**src/sv/salts_pkg.sv**
```systemverilog
// ----------------------------------------------------------------------------
// salts_pkg: shared types and codes for the LRU tag store
// Operation codes, outcome codes and the front-to-back request word.
// ----------------------------------------------------------------------------
`default_nettype none
package salts_pkg;
  localparam int unsigned ADDR_W = 32;
  localparam int unsigned OUTCOME_W = 2;
  localparam int unsigned WAY_OUT_W = 2;

  localparam logic OP_LOOKUP = 1'b0;
  localparam logic OP_FILL = 1'b1;

  localparam logic [OUTCOME_W-1:0] OUT_HIT = 2'd0;
  localparam logic [OUTCOME_W-1:0] OUT_MISS_WAIT = 2'd1;
  localparam logic [OUTCOME_W-1:0] OUT_MISS_FWD = 2'd2;
  localparam logic [OUTCOME_W-1:0] OUT_FILL_DONE = 2'd3;

  typedef struct packed {
    logic              op;
    logic              pending;
    logic [ADDR_W-1:0] addr;
  } req_t;
endpackage
`default_nettype wire

```
**src/sv/salts_front.sv**
```systemverilog
// ----------------------------------------------------------------------------
// salts_front: request intake and queue
// Accept items and hold them in a short FIFO for the execution side.
// ----------------------------------------------------------------------------
`default_nettype none
module salts_front #(
  parameter int unsigned DEPTH = 2
) (
  input  wire                 clk,
  input  wire                 rst_n,
  input  wire                 in_valid,
  output logic                in_ready,
  input  salts_pkg::req_t     in_req,
  output logic                q_valid,
  input  wire                 q_ready,
  output salts_pkg::req_t     q_req
);
  localparam int unsigned PW = (DEPTH > 1) ? $clog2(DEPTH) : 1;
  localparam int unsigned CW = $clog2(DEPTH + 1);

  salts_pkg::req_t mem_r [DEPTH];
  logic [PW-1:0] wp_r, rp_r;
  logic [CW-1:0] cnt_r;
  logic push, pop;

  assign in_ready = (cnt_r != CW'(DEPTH));
  assign q_valid = (cnt_r != '0);
  assign q_req = mem_r[rp_r];
  assign push = in_valid && in_ready;
  assign pop = q_valid && q_ready;

  function automatic logic [PW-1:0] inc(input logic [PW-1:0] p);
    if (p == PW'(DEPTH - 1)) inc = '0;
    else inc = p + 1'b1;
  endfunction

  always_ff @(posedge clk) begin
    if (push) begin
      mem_r[wp_r] <= in_req;
    end
    if (!rst_n) begin
      wp_r <= '0;
      rp_r <= '0;
      cnt_r <= '0;
    end else begin
      if (push) wp_r <= inc(wp_r);
      if (pop) rp_r <= inc(rp_r);
      if (push && !pop) cnt_r <= cnt_r + 1'b1;
      else if (pop && !push) cnt_r <= cnt_r - 1'b1;
    end
  end
endmodule
`default_nettype wire

```
**config.mk**
```make
export PLATFORM = sky130hd
export DESIGN_NAME = salts_front
export DESIGN_NICKNAME = d
export VERILOG_FILES = /design/src/sv/salts_pkg.sv /design/src/sv/salts_front.sv
export SDC_FILE = /design/constraint.sdc
export NUM_CORES = 1
export LEC_CHECK = 0
export ABC_AREA = 0
export BUFFER_PORTS_ARGS = -buffer_cell sky130_fd_sc_hd__clkbuf_2
export CORE_MARGIN = 5
export CORE_UTILIZATION = 40
export DETAILED_ROUTE_END_ITERATION = 8
export MAX_ROUTING_LAYER = met4
export PLACE_DENSITY = 0.7
export SLEW_MARGIN = 20
export SYNTH_ARGS = -nofsm -noshare
export SYNTH_HDL_FRONTEND = slang
export SYNTH_SLANG_ARGS = --single-unit
export TNS_END_PERCENT = 10
```
**constraint.sdc**
```tcl
create_clock -name clk -period 1.95 [get_ports clk]
set_input_delay 0 -clock clk [delete_from_list [all_inputs] [get_ports clk]]
set_output_delay 0 -clock clk [all_outputs]
set_load 0.005 [all_outputs]
```
Word level (Yosys, flattened, before mapping):

Memories as Yosys holds them, arrays and structs flattened. A register that Yosys moved wholly into a read port is not among the register bits.
Cells that the tools add are included.

* memories kept: 1
* logic and storage cells: 25
* register bits after elaboration: 4
* input bits: 38
* bits in writable memories: 68
* output and inout bits: 36

Memories
* mem_r: depth 2, width 34, rd ports 1, clocked after Yosys merged registers in 1, write ports 1, line salts_front.sv:21 `salts_pkg::req_t mem_r [DEPTH];`

* reductions and logical operators: 8
* add/sub/neg operators: 4
* eq/ne operators: 1
* multiplexer cells: 8

Operators by type and width (number)
* 1-bit 2-to-1 mux: 6
* 1-bit logical AND: 4
* 2-bit 2-to-1 mux: 2
* 2-bit nonzero test: 2
* 1-bit adder, second input constant: 2
* 2-bit by 1-bit adder with 2-bit output, second input constant: 1
* 1-bit logical NOT: 2
* 2-bit != test, second input constant: 1
* 2-bit by 1-bit subtractor with 2-bit output, second input constant: 1

Depth between registers and ports, before layout:

Gate-level depths: netlist (run 1).

* word-level depth: 6
* gate-level depth with buffers: 6
* gate-level depth less buffers: 6

Worst setup path before layout (run 1):

Ideal clock, no wire load.

* kind: flip-flop to flip-flop
* start: register cnt_r[0]
* end: memory mem_r[1][0] (netlist bit), enable pin
* stages on the path, launching flop included: 3
* path slack: 0.117 ns
* clock period less this slack: 1.833 ns
* data arrival time: 1.439 ns
* data required time: 1.556 ns
* path buffers: 0
* setup time: 0.394 ns
* cell sequence: dfxtp_1 -> nand2b_4 -> and3_1

* word-level cells in the longest chain between the ends: 4

Ends and longest elaborated chain
* start, declared: line salts_front.sv:23 `logic [CW-1:0] cnt_r;`
* start signal, assigned: line salts_front.sv:48 `if (push && !pop) cnt_r <= cnt_r + 1'b1;`
* start signal, assigned: line salts_front.sv:49 `else if (pop && !push) cnt_r <= cnt_r - 1'b1;`
* 2-bit != test: line salts_front.sv:26 `assign in_ready = (cnt_r != CW'(DEPTH));`
* via in_ready: line salts_front.sv:12 `output logic in_ready,`
* 1-bit logical AND: line salts_front.sv:29 `assign push = in_valid && in_ready;`
* 1-bit 2-to-1 mux: line salts_front.sv:38 `if (push) begin`
* 1-bit 2-to-1 mux (not written as such): line salts_front.sv:39 `mem_r[wp_r] <= in_req;`
* end, declared: line salts_front.sv:21

The timed path passes the listed nets, and every way through them passes these cells.

Worst setup path after layout (run 1):

* start: register cnt_r[0]
* end: register cnt_r[1]

* word-level cells in the longest chain between the ends: 5
* elaborated cells on any way between the ends: 13
* classes of those cells: add/sub: 2; eq/ne: 1; mux: 2; reduce/logical: 8

Ends and longest elaborated chain
* 2-bit != test (*): line salts_front.sv:26
* 1-bit logical AND (*): line salts_front.sv:29
* via push: line salts_front.sv:24 `logic push, pop;`
* 1-bit logical NOT: line salts_front.sv:49
* 1-bit logical AND: line salts_front.sv:49
* 2-bit nonzero test (no line)

Mark *: on every way through the listed nets, which the timed path passes. The rest lies on a longest branch. The select of a mux whose other input is x is not followed.
A chain may end at the register's enable or synchronous reset.

==> results of run 1 <==
## flip-flops by register name, summed over array words and instances, names as in the netlist, named ones only
register	count
mem_r	68
wp_r	1
rp_r	1
cnt_r	2
## final cells by class
| cell class | instances | area, sq um | area share, % |
|---|---|---|---|
| inverter | 1 | 3.75 | 0.100 |
| clock inverter | 7 | 71.3 | 1.91 |
| multi-input combinational | 52 | 523 | 14.0 |
| timing repair buffer | 114 | 776 | 20.8 |
| clock buffer | 9 | 124 | 3.31 |
| sequential | 73 | 2140 | 57.3 |
| tap | 77 | 96.3 | 2.58 |
## kinds of logic after synthesis
logic type	Yosys count	synth area share, %
compound gates	5	1.30
buf+inv	5	0.884
simple gates	9	2.42
fa+ha+maj	1	0.465
mux	34	14.2
xor+xnor	3	0.978
flops	73	79.7
## routing by layer
layer  GRT usage [%]  vias up  wire [microns]
li1                -      748               -
met1            13.6      730            2040
met2            22.7       52            2610
met3            4.83        2             278
met4            4.08        0              29
met5               -        -               0
## cells in the final DEF, fill, tap and decap left out, types with 2 or more instances in the layout
cell           instances
clkinv_2               2
dfxtp_1                4
mux2_2                34
clkbuf_8               9
clkbuf_2              73
and2_1                 4
dlygate4sd3_1         36
xnor2_1                2
edfxtp_1              68
clkinvlp_4             3
buf_4                  4
## metrics by stage
step	cell area, sq um	power, mW	setup WS [ns]	utilization, %
2_1_floorplan	2690	2.66	0.117	-
3_3_place_gp	3180	3.08	0.441	49.3
3_5_place_dp	3180	3.11	0.404	49.3
4_1_cts	3740	4.29	0.383	57.9
5_1_grt	3740	4.48	0.305	57.9
6_report	3740	4.24	0.378	57.9
## critical path, cell delays in order, from the launching register on
cell and delay [ns]:
dfxtp_1 0.36, nand2b_4 0.17, and2_1 0.16, ha_1 0.33, or3_1 0.35, a21boi_1 0.14
## what timing repair did
action | CTS | global route
hold endpoints to repair | 73 | 0
hold buffers | 36 | 0
setup buffers | 0 | 0
## worst max path at each step
stage,from,endpoint,slack [ns]
after floorplan,cnt_r[0]$_SDFFE_PN0P_,mem_r[1][0]$_DFFE_PP_,0.12
final,cnt_r[0]$_SDFFE_PN0P_,cnt_r[1]$_SDFFE_PN0P_,0.38
after global placement,cnt_r[0]$_SDFFE_PN0P_,cnt_r[1]$_SDFFE_PN0P_,0.44
after CTS,cnt_r[0]$_SDFFE_PN0P_,cnt_r[1]$_SDFFE_PN0P_,0.38
after global routing,cnt_r[0]$_SDFFE_PN0P_,cnt_r[1]$_SDFFE_PN0P_,0.30
after detailed placement,cnt_r[0]$_SDFFE_PN0P_,cnt_r[1]$_SDFFE_PN0P_,0.40
## where the power goes
part	internal, mW	switching [mW]	total, mW
Combinational	0.595	0.474	1.07
Clock	0.587	0.538	1.13
Sequential	1.96	0.0833	2.04
==> run_results.csv, run 1 <==
group,metric,value,unit
drt,drt_pass1_iterations,4,
global_routing,grt_pass1_wl,8.24,mm
cts,clock-sinks,73,
sta,hold_viol,0,
sta,tightest_slew,0.252,ns
global_routing,grt_pass1_vias,1734,
sta,min_period,1.57,ns
cts,clk_latency,0.33,ns
die,rows,29,
synth,synth_edf_count,68,
pwr,power_leakage,1.44,nW
setup_path,cp_data_arrival_time,1.84,ns
setup_path,worstSetupPathType,"flip-flop to flip-flop",
cts,clock-root-buffer,"clkbuf_8",
drt,wl_per_cell,14.9,microns
global_routing,grt_max_degree,30,
synth,syn_inst,130,
sta,grt_setup_unrepaired,"false",
setup_path,r2r_cells,5,
setup_path,r2r_end,"cnt_r[1]$_SDFFE_PN0P_",
synth,syn_nets,169,
pwr,ir_drop,0.757,mV
drt,wl,4.95,mm
global_routing,antenna_found_initial,0,
die,die-area,8460,sq um
worst_hold_path,hold_depth,4,
synth,yosysTopAreaCell,"edfxtp_1",
setup_path,worstPathMaxFanout,5,
worst_hold_path,holdPathEnd,"rp_r$_SDFFE_PN0P_",
synth,yosys-top-cells-count,"edfxtp_1, mux2_2, dfxtp_1",
sta,period_share,80.6,%
sta,whs,0.154,ns
drt,dr_total_vias,1532,
drt,drcViolationCount,0,
cts,cts_buffers,9,
synth,yosysMostFrequentCell,"edfxtp_1",
synth,ys_async_sr_fraction,0,%
synth,yosys.cell_types.count,19,
die,die_w,92.0,microns
cts,clk_pin_slew,0.07,ns
setup_path,reg2reg_slack,0.38,ns
cts,tritoncts,"done",
die,ios,74,
setup_path,start_kind,"flip-flop",
sta,finalSetupViolCount,0,
finish,syn_to_final_growth,39.1,%
finish,drive_above_1_share,52.0,%
place,dp_hpwl,3.15,mm
outcome,outcome,"complete, no violations",
worst_hold_path,hp-start,"q_ready",
worst_hold_path,hp-class,"primary input to flip-flop",
finish,finalNonFillerCells,333,
place,port-buffer-count,73,
synth,yosysWarnings,0,
place,gp_congestion,0.691,
drt,first_iter_violations,32,
finish,diodes,0,
synth,avgSynthCellArea,20.7,sq um
sta,max_freq,0.636,GHz
synth,synth.top_cell.area_share,76.0,%
pwr,power_density,1130,nW/um^2
finish,fill_cells,506,
setup_path,cp.required,2.21,ns
sta,tns,0,ns
cts,cts-resized-gates,0,
die,chipHeight,92.0,microns
global_routing,overflow,0,
drt,vias_per_cell,4.60,
place,dp_cells,281,
synth,synthTopCellsByArea,"edfxtp_1, mux2_2, dfxtp_1, and2_1, buf_2",
die,initial_utilization,41.6,%
sta,skew,0.00413,ns
run,cap_viol_max_count,0,
sta,slew-limit-headroom,83.2,%
synth,ys_ff_latch,73,
synth,syn_area,2690,sq um
cts,htree_levels,3,
synth,synth_ff_type,"edfxtp_1",
die,core,6460,sq um
cts,clock_path_buffers,2,
synth,seq_area_frac_synth,79.7,%
setup_path,timing.rr.start,"cnt_r[0]$_SDFFE_PN0P_",
global_routing,grt_usage,13.0,%
finish,nets,290,
setup_path,end_kind,"flip-flop",
sta,slew_violations,0,
drt,ant_nets,0,
(Power assumes the default switching activity.)
==> run 2, diff against run 1 <==
- PLACE_DENSITY: 0.7 -> 0.68
- clock period: 1.95 -> 1.5 ns (I/O delays scaled with it)
==> run_results.csv, run 2 (synthesis gave the netlist of run 1 again) <==
group,metric,value,unit
pwr,ir_drop,1.01,mV
worst_hold_path,hp-start,"q_ready",
run,cap_viol_max_count,0,
setup_path,start_kind,"flip-flop",
drt,dr_total_vias,1582,
cts,clk_latency,0.34,ns
drt,drt_pass1_iterations,4,
die,initial_utilization,41.6,%
sta,grt_setup_unrepaired,"true",
place,place_area,3240,sq um
setup_path,end_kind,"flip-flop",
cts,tritoncts,"done",
cts,htree_levels,3,
global_routing,grt_max_degree,22,
sta,post-route-worst-setup-slack,0.0188,ns
pwr,power_density,1520,nW/um^2
sta,tns,0,ns
finish,diodes,0,
global_routing,grt_pass1_wl,8.48,mm
finish,nets,294,
setup_path,cp_data_arrival_time,1.74,ns
finish,finalNonFillerCells,337,
finish,fill_cells,492,
setup_path,worstPathMaxFanout,5,
sta,max_freq,0.675,GHz
finish,final_common_cell,"clkbuf_2",
setup_path,cp.required,1.76,ns
worst_hold_path,hp-class,"primary input to flip-flop",
worst_hold_path,holdPathEnd,"rp_r$_SDFFE_PN0P_",
place,dp_cells,285,
sta,finalSetupViolCount,0,
place,pre_cts_slack,-0.0274,ns
finish,largest_register_ffs,68,
finish,final_cell_mix,"clkbuf_2, edfxtp_1, dlygate4sd3_1",
drt,drcViolationCount,0,
global_routing,grt_usage,13.7,%
cts,clock_path_buffers,2,
sta,tightest_slew,0.202,ns
global_routing,antenna_found_initial,0,
die,ios,74,
finish,top_regs,"mem_r x68, cnt_r x2",
place,dp_hpwl,3.29,mm
die,rows,29,
die,die_w,92.0,microns
drt,wl,5.33,mm
die,chipHeight,92.0,microns
drt,ant_nets,0,
worst_hold_path,hold_depth,4,
setup_path,reg2reg_slack,0.02,ns
drt,wl_per_cell,15.8,microns
setup_path,r2r_end,"cnt_r[1]$_SDFFE_PN0P_",
finish,top_register,"mem_r",
sta,skew,0.00693,ns
place,gp_congestion,0.758,
cts,clk_pin_slew,0.07,ns
finish,final_cell_area,3820,sq um
place,port-buffer-count,73,
pwr,power_leakage,1.48,nW
setup_path,worstSetupPathType,"flip-flop to flip-flop",
global_routing,grt_pass1_vias,1741,
die,die-area,8460,sq um
drt,vias_per_cell,4.69,
global_routing,overflow,0,
cts,clock-sinks,73,
finish,syn_to_final_growth,42.3,%
finish,drive_above_1_share,53.5,%
die,core,6460,sq um
sta,min_period,1.48,ns
sta,slew_violations,0,
sta,period_share,98.7,%
finish,final_util,59.2,%
cts,cts_buffers,9,
outcome,outcome,"complete, no violations",
setup_path,r2r_cells,6,
setup_path,timing.rr.start,"cnt_r[0]$_SDFFE_PN0P_",
drt,first_iter_violations,44,
cts,clock-root-buffer,"clkbuf_8",
sta,hold_viol,0,
sta,slew-limit-headroom,86.5,%
[run 2: what timing repair did]
action,CTS,global route
resized for setup,4,1
endpoints found under the setup margin,1,21
buffers inserted,0,0
hold buffers,36,0
cloned,0,0
pin swaps,1,0
hold endpoints to repair,73,0
[run 2: worst max-delay path by stage]
stage                     startpoint               endpoint  slack [ns]
2_1_floorplan  cnt_r[0]$_SDFFE_PN0P_  mem_r[0][0]$_DFFE_PP_       -0.21
3_3_place_gp   cnt_r[0]$_SDFFE_PN0P_  cnt_r[1]$_SDFFE_PN0P_        0.03
3_5_place_dp   cnt_r[0]$_SDFFE_PN0P_  cnt_r[1]$_SDFFE_PN0P_       -0.03
4_1_cts                    flip-flop              q_req[10]       0.004
5_1_grt        cnt_r[0]$_SDFFE_PN0P_  cnt_r[1]$_SDFFE_PN0P_       -0.05
6_report       cnt_r[0]$_SDFFE_PN0P_  cnt_r[1]$_SDFFE_PN0P_        0.02
[run 2: power breakdown]
part / internal [mW] / switching, mW
logic: 0.840 / 0.660
registers: 2.56 / 0.0895
clock network: 0.936 / 0.716
total: 4.33 / 1.47
[run 2: worst max-delay path: stages (launching register included)]
cell      delay [ns]
dfxtp_4         0.36
nand2b_4        0.13
and2_1          0.15
ha_2            0.19
xor2_1          0.14
or3_1           0.30
a21boi_1        0.13
[run 2: area by class of cell]
class / instances / area (sq um) / area share, %
multi-input combinational: 52 / 526 / 13.7
clock inverter: 7 / 93.8 / 2.45
clock buffer: 9 / 124 / 3.24
inverter: 1 / 3.75 / 0.0981
tap: 77 / 96.3 / 2.52
sequential: 73 / 2150 / 56.1
timing repair buffer: 118 / 835 / 21.8
[run 2: layer usage]
metal | GRT usage (%) | vias to the layer above | wire, microns | share of wire (%)
li1 | - | 753 | - | -
met1 | 14.5 | 779 | 2110 | 40
met2 | 24.0 | 48 | 2920 | 55
met3 | 4.99 | 2 | 287 | 5.4
met4 | 4.08 | 0 | 8 | 0.15
met5 | - | - | 0 | 0
[run 2: stage by stage]
step | hold slack [ns] | power (mW)
after global placement | 0.191 | 4.09
final | 0.133 | 5.80
after global routing | 0.140 | 6.11
after detailed placement | 0.194 | 4.12
after floorplan | 0.0989 | 3.46
after CTS | 0.122 | 5.85
==> run 3, diff against run 2 <==
- CORE_ASPECT_RATIO: not set -> 2
- clock period: 1.5 -> 1.7 ns (I/O delays scaled with it)
==> run_results.csv, run 3 (synthesis gave the netlist of run 1 again) <==
group,metric,value,unit
outcome,outcome,"complete, no violations",
drt,wl,4.96,mm
finish,seqCellArea,2140,sq um
sta,slew-limit-headroom,82.4,%
global_routing,grt_usage,13.0,%
finish,finalNonFillerCells,343,
sta,min_period,1.59,ns
finish,final_common_cell,"clkbuf_2",
setup_path,timing.rr.start,"cnt_r[0]$_SDFFE_PN0P_",
cts,cts_buffers,9,
cts,postCtsSetupRepairBufs,0,
finish,nets,289,
setup_path,slowest_delay,0.36,ns
drt,vias_per_cell,4.51,
die,rows,42,
worst_hold_path,hp-start,"in_valid",
cts,clock_path_buffers,2,
sta,grt_setup_unrepaired,"false",
die,chipHeight,126,microns
drt,first_iter_violations,36,
drt,drcViolationCount,0,
setup_path,cp.required,1.96,ns
place,gp_congestion,0.785,
setup_path,worstSetupPathType,"flip-flop to flip-flop",
place,port-buffer-count,73,
finish,fill_cells,501,
pwr,power_leakage,1.49,nW
global_routing,grt_pass1_vias,1646,
die,die-area,8560,sq um
finish,drive_above_1_share,51.8,%
die,ios,74,
cts,htree_levels,3,
setup_path,critPathSlowestCell,"or3_1",
drt,drt_pass1_iterations,3,
die,die_w,68.0,microns
sta,period_share,93.6,%
pwr,p_sw,1.31,mW
finish,multi_input_area,523,sq um
drt,ant_nets,0,
sta,post-route-worst-setup-slack,0.108,ns
global_routing,antenna_found_initial,0,
sta,hold_viol,0,
place,pre_cts_slack,0.129,ns
setup_path,critPathBufInv,0,
setup_path,cp-startpoint,"cnt_r[0]$_SDFFE_PN0P_",
die,initial_utilization,40.9,%
die,core,6570,sq um
finish,final_cell_mix,"clkbuf_2, edfxtp_1, dlygate4sd3_1",
finish,top_register,"mem_r",
setup_path,end_kind,"flip-flop",
cts,cts-resized-gates,0,
sta,max_freq,0.628,GHz
finish,top_regs,"mem_r x68, cnt_r x2",
sta,whs,0.0167,ns
cts,clock-root-buffer,"clkbuf_16",
pwr,p_clk_share,35.4,%
cts,clk_latency,0.33,ns
cts,tritoncts,"done",
place,dp_hpwl,3.26,mm
pwr,ir_drop,1.08,mV
sta,tightest_slew,0.264,ns
setup_path,path_delay_family,"simple AND/OR/NAND/NOR gates",
finish,syn_to_final_growth,43.8,%
sta,skew,0.00495,ns
pwr,pwr-share-seq,42.2,%
finish,largest_register_ffs,68,
global_routing,grt_pass1_wl,7.78,mm
pwr,power_density,1430,nW/um^2
drt,wl_per_cell,14.5,microns
pwr,p_comb_share,22.4,%
drt,dr_total_vias,1547,
setup_path,crit_chain,"nand2b_4 -> and2_1 -> ha_1 -> or3_1 -> a21boi_1",
worst_hold_path,hp-class,"primary input to flip-flop",
global_routing,overflow,0,
finish,diodes,0,
sta,finalSetupViolCount,0,
place,dp_cells,292,
run,cap_viol_max_count,0,
setup_path,worstPathMaxFanout,5,
pwr,swShare,23.8,%
cts,clock-sinks,73,
setup_path,cp_data_arrival_time,1.85,ns
sta,slew_violations,0,
global_routing,grt_max_degree,35,
setup_path,start_kind,"flip-flop",
pwr,internal_power,4.21,mW
cts,clk_pin_slew,0.06,ns
-- run 3: changes by cell type in the layout (fill, tap and decap cells not counted), sizes merged --
cell,previous run,this run
clkinv,2,1
clkinvlp,2,4
inv,2,1
dlygate4sd3,36,35
buf,9,5
-- run 3: worst reg2reg max path: stages (launching register included) --
cell	delay (ns)
dfxtp_1	0.35
nand2b_4	0.17
and2_1	0.16
ha_1	0.33
or3_1	0.36
a21boi_1	0.15
-- run 3: power groups by stage --
| stage | sequential, mW | combinational, mW | clock (mW) |
|---|---|---|---|
| final | 2.33 | 1.24 | 1.96 |
| after CTS | 2.33 | 1.28 | 1.98 |
| after detailed placement | 2.37 | 1.21 | 0 |
| after global routing | 2.35 | 1.36 | 2.08 |
| after floorplan | 2.35 | 0.708 | 0 |
| after global placement | 2.35 | 1.20 | 0 |
-- run 3: repair_timing --
action	in CTS	in global routing
endpoints found under the hold margin	73	0
endpoints found under the setup margin	0	0
hold buffers	35	0
-- run 3: cell type report --
type                            instances  area share [%]
Sequential cell                        73            55.4
Inverter                                1          0.0971
Multi-Input combinational cell         52            13.5
Clock inverter                          7            2.46
Clock buffer                            9            5.83
Timing Repair Buffer                  113            19.8
Tap cell                               88            2.85
-- run 3: final timing paths --
check                                              to  depth (start not counted)  slack (ns)
worst min-delay path                wp_r$_SDFFE_PN0P_                          3        0.02
worst max-delay path            cnt_r[1]$_SDFFE_PN0P_                          5        0.11
worst max register to register  cnt_r[1]$_SDFFE_PN0P_                          5        0.11
worst min register to register  cnt_r[1]$_SDFFE_PN0P_                          2        0.56
-- run 3: per-layer routing --
metal	GRT usage, %	wire, microns	vias up
li1	-	-	741
met1	12.7	1840	752
met2	22.1	2720	44
met3	4.37	282	10
met4	6.10	113	0
met5	-	0	-
-- run 3: metrics by stage --
| stage | area, sq um | utilization, % | setup TNS [ns] | power, mW |
|---|---|---|---|---|
| finish | 3860 | 58.8 | 0 | 5.52 |
| global placement | 3190 | 48.6 | 0 | 3.55 |
| detailed placement | 3190 | 48.6 | 0 | 3.58 |
| floorplan | 2690 | - | -0.251 | 3.05 |
| global route | 3860 | 58.8 | 0 | 5.79 |
| CTS | 3860 | 58.8 | 0 | 5.59 |
